File: config.mk
export PLATFORM = sky130hd
export DESIGN_NAME = ssc_div
export DESIGN_NICKNAME = d
export VERILOG_FILES = /design/src/rtl/ssc_div.sv
export SDC_FILE = /design/constraint.sdc
export NUM_CORES = 1
export LEC_CHECK = 0
export BUFFER_PORTS_ARGS = -buffer_cell sky130_fd_sc_hd__clkbuf_2
export CORE_UTILIZATION = 40
export CTS_CLUSTER_SIZE = 24
export DETAILED_ROUTE_END_ITERATION = 8
export HOLD_SLACK_MARGIN = 0.08
export PLACE_DENSITY_LB_ADDON = 0.2
export SLEW_MARGIN = 10
export SYNTH_ARGS = -nofsm -noshare
export SYNTH_HDL_FRONTEND = slang
export SYNTH_SLANG_ARGS = --single-unit
export TNS_END_PERCENT = 30
File: constraint.sdc
create_clock -name clk -period 5.65 [get_ports clk]
set_input_delay 0.8475 -clock clk [delete_from_list [all_inputs] [get_ports clk]]
set_output_delay 0.8475 -clock clk [all_outputs]
set_load 0.005 [all_outputs]
File: src/rtl/ssc_div.sv
`timescale 1ns / 1ps
`default_nettype none
// ----------------------------------------------------------------------------
// ssc_div
// Restoring divider lane, one quotient bit per cycle. The numerator's upper
// part (above QW bits) must be below the divisor.
// ----------------------------------------------------------------------------
module ssc_div #(
    parameter int NW = 46,
    parameter int DW = 37,
    parameter int QW = 16
) (
    input  wire logic          clk,
    input  wire logic          rst_n,
    input  wire logic          start,
    input  wire logic [NW-1:0] num,
    input  wire logic [DW-1:0] den,
    output logic      [QW-1:0] quo,
    output logic               done
);
    localparam int CNT_W = $clog2(QW + 1);

    logic [DW-1:0]    rem_reg;
    logic [QW-1:0]    low_reg;
    logic [DW-1:0]    den_reg;
    logic [CNT_W-1:0] cnt_reg;
    logic             done_reg;

    logic [DW:0]   trial;
    logic          ge;
    logic [DW-1:0] rem_next;

    // one restoring step
    always_comb
    begin
        trial    = {rem_reg, low_reg[QW-1]};
        ge       = trial >= {1'b0, den_reg};
        rem_next = ge ? DW'(trial - {1'b0, den_reg}) : DW'(trial);
    end

    // step counter and done pulse
    always_ff @(posedge clk or negedge rst_n)
    begin
        if (!rst_n)
        begin
            cnt_reg  <= '0;
            done_reg <= 1'b0;
        end
        else if (start)
        begin
            cnt_reg  <= CNT_W'(QW);
            done_reg <= 1'b0;
        end
        else if (cnt_reg != '0)
        begin
            cnt_reg  <= cnt_reg - CNT_W'(1);
            done_reg <= (cnt_reg == CNT_W'(1));
        end
        else
        begin
            done_reg <= 1'b0;
        end
    end

    // remainder and quotient shift
    always_ff @(posedge clk)
    begin
        if (start)
        begin
            rem_reg <= DW'(num[NW-1:QW]);
            low_reg <= num[QW-1:0];
            den_reg <= den;
        end
        else if (cnt_reg != '0)
        begin
            rem_reg <= rem_next;
            low_reg <= {low_reg[QW-2:0], ge};
        end
    end

    assign quo  = low_reg;
    assign done = done_reg;

endmodule
`default_nettype wire

==> impl_metrics.env <==
export IMPL_crit_fanout=28
export IMPL_rows=45
export IMPL_grt_usage_pct=17.61
export IMPL_hpwlAfterDp_um=9768
export IMPL_grt_max_degree=70
export IMPL_p_clk_share_pct=18.3
export IMPL_clk_path_buf_depth=2
export IMPL_hold_violations=0
export IMPL_fin_skew_ns=0.01134
export IMPL_max_freq_ghz=0.2803
export IMPL_die_x_um=126.1
export IMPL_dp_cells=881
export IMPL_avgSynthCellArea_sq_um=10.10
export IMPL_clkTransAtPathRegs_ns=0.07
export IMPL_first_iter_violations=211
export IMPL_tightest_slew_ns=0.8380
export IMPL_cp_required_ns=5.72
export IMPL_outcome="finished clean"
export IMPL_die_h_um=126.1
export IMPL_p_per_area_nw_per_um2=472.1
export IMPL_ys_flop_type="edfxtp_1"
export IMPL_postSynthCellCount=610
export IMPL_syn_cell_area_sq_um=6162
export IMPL_post_cts_buffers=0
export IMPL_drive_gt1_share_pct=24.26
export IMPL_io_pins=103
export IMPL_yosys_warnings=0
export IMPL_cap_violations=0
export IMPL_synth_edf_count=83
export IMPL_finalInstanceArea_sq_um=7126
export IMPL_cts_tree="yes"
export IMPL_routed_wl_um=13120
export IMPL_ys_types=64
export IMPL_ys_seq_area_share_pct=45.16
export IMPL_htree_num_levels=3
export IMPL_power_frac_seq_pct=32.7
export IMPL_tns_ns=0
export IMPL_n_antenna_cell=0
export IMPL_arrival_ns=3.64
export IMPL_clk_latency_ns=0.36
export IMPL_grt_setup_unrepaired="no"
export IMPL_crit_path_end_kind="flop"
export IMPL_antenna_found_initial=0
export IMPL_nNetsFinal=831
export IMPL_wl_per_cell_um=14.63
export IMPL_start_util_pct=40.69
export IMPL_pre_cts_ws_ns=2.079
export IMPL_cts_sinks=96
export IMPL_power_total_mw=3.364
export IMPL_slew_violations=0
export IMPL_r2r_setup_slack_ns=2.08
export IMPL_coreArea_sq_um=15150
export IMPL_layout_cells_non_filler=897
export IMPL_slew_headroom_pct=44.13
export IMPL_combPwrFrac_pct=49.0
export IMPL_syn_to_final_growth_pct=15.63
export IMPL_synth_fp_nets=737
export IMPL_io_buffers=102
export IMPL_fin_crit_sh_pct=63.15
export IMPL_critPathKind="reg -> reg"
export IMPL_vias=4684
export IMPL_cts_root_buf="clkbuf_16"
export IMPL_fillers=1439
export IMPL_die_area_sq_um=15910
export IMPL_grt_pass1_vias=4629
export IMPL_ant_nets=0
export IMPL_place_area_sq_um=6827
export IMPL_grt_pass1_wl_um=22210
export IMPL_power_leakage_nw=3.123
export IMPL_hold_buffers=0
export IMPL_cts_buffers=9
export IMPL_drt_pre_antenna_iters=4
export IMPL_cts_resized=0
export IMPL_ir_drop_mv=0.1765
export IMPL_synth_seq_cells=96
export IMPL_setup_slack_ns=2.082
export IMPL_hold_class="in -> async"
export IMPL_p_switching_mw=1.357
export IMPL_timing_final_crit_period_ns=3.568
export IMPL_route_detailed_drc=0
export IMPL_utilization_pct=47.05
export IMPL_switching_share_pct=40.35
export IMPL_routabilityCongestion=0.8901
export IMPL_critPathLaunchType="flop"
export IMPL_intPower_mw=2.006
export IMPL_vias_per_cell=5.222
export IMPL_fin_hold_ws_ns=0.3033
export IMPL_grt_ovfl_total=0
export IMPL_finalSetupViolCount=0
export IMPL_synth_async_sr_flop_share_pct=6.250
cells in the final DEF (no fill, tap or decap), types with 8 or more instances in the layout:
cell         n
a211oi_1    22
a21oi_1     54
clkbuf_16    9
clkbuf_2   101
edfxtp_1    83
ha_1        40
inv_1       62
mux2_2      29
mux2i_1      8
nand2_1     47
nand3_1      8
nand4_1      8
nor2_1      43
nor3_1      10
o21ai_0     27
xnor2_1     14
xor2_1      17
cell type report:
class	instances	area (sq um)	share of cell area, %
timing repair buffer	106	543.0	7.621
inverter	62	232.7	3.266
multi-input combinational	429	3033	42.56
clock inverter	7	73.82	1.036
clock buffer	9	225.2	3.161
sequential	96	2783	39.05
tap	188	235.2	3.301
power groups by stage:
stage	logic [mW]	registers (mW)	clock network [mW]
finish	1.65	1.10	0.616
global route	1.86	1.12	0.665
CTS	1.65	1.10	0.645
detailed placement	1.64	1.11	0
global placement	1.62	1.10	0
floorplan	1.31	1.09	0
worst max-delay path: stages, from the launching register on:
cell and delay, ns:
edfxtp_1 0.41, ha_1 0.38, nor2b_1 0.18, o211ai_2 0.17, a31oi_1 0.17, a31o_2 0.33, a41o_1 0.29, o21ai_4 0.53
buf_4 0.39, nor2_1 0.10, a211oi_1 0.24, a21oi_1 0.09
synth_stat cells (all sizes together) (3+ instances only):
cell type | instances | share of area, %
and3 | 4 | 0.41
a21oi | 56 | 4.7
nand2b | 6 | 0.61
o211ai | 6 | 0.81
mux2i | 8 | 1.3
nor2b | 6 | 0.61
o21bai | 4 | 0.49
inv | 62 | 3.8
a221oi | 3 | 0.53
nand3 | 8 | 0.65
nor2 | 43 | 2.6
o21ai | 35 | 3.1
clkbuf | 11 | 0.67
nand2 | 47 | 2.9
a21o | 7 | 0.85
nor3 | 10 | 0.81
edfxtp | 83 | 40
xnor2 | 14 | 2.0
o31ai | 3 | 0.37
dfxtp | 7 | 2.3
a21boi | 3 | 0.37
dfrtp | 6 | 2.4
nor4 | 5 | 0.61
a211oi | 25 | 3.3
xor2 | 17 | 2.4
a41oi | 3 | 0.43
mux2 | 29 | 5.3
and2 | 4 | 0.41
or2 | 4 | 0.41
nand4 | 8 | 0.81
o21a | 3 | 0.37
a31oi | 6 | 0.71
a31o | 4 | 0.57
buf | 12 | 1.2
or3 | 3 | 0.30
ha | 40 | 8.1
layer usage:
| layer | track usage, % | part of all wire [%] | vias up |
|---|---|---|---|
| met4 | 4.252 | 0.94 | 0 |
| li1 | - | - | 2418 |
| met2 | 28.57 | 47 | 77 |
| met5 | 0 | 0 | - |
| met1 | 23.19 | 49 | 2180 |
| met3 | 4.970 | 3.9 | 9 |
logic make-up after synthesis:
kind of cell / synth area share [%]
adder cells (fa/ha/maj): 8.447
multiplexers: 6.599
flip-flops: 45.16
XOR/XNOR: 4.406
AND/OR/NAND/NOR: 11.49
AO/OA/AOI/OAI: 18.23
buffers and inverters: 5.665
worst paths after layout:
check,startpoint,depth (start not counted),endpoint
min in group clk,rem_reg[36],2,rem_reg[36]
hold reg to reg,rem_reg[36],2,rem_reg[36]
max in group asynchronous,rst_n,1,cnt_reg[3]
setup / recovery,rem_reg[1],11,rem_reg[10]
setup reg to reg,rem_reg[1],11,rem_reg[10]
hold / removal,rst_n,1,cnt_reg[0]
No activity file was read; power rests on OpenSTA's default activity.
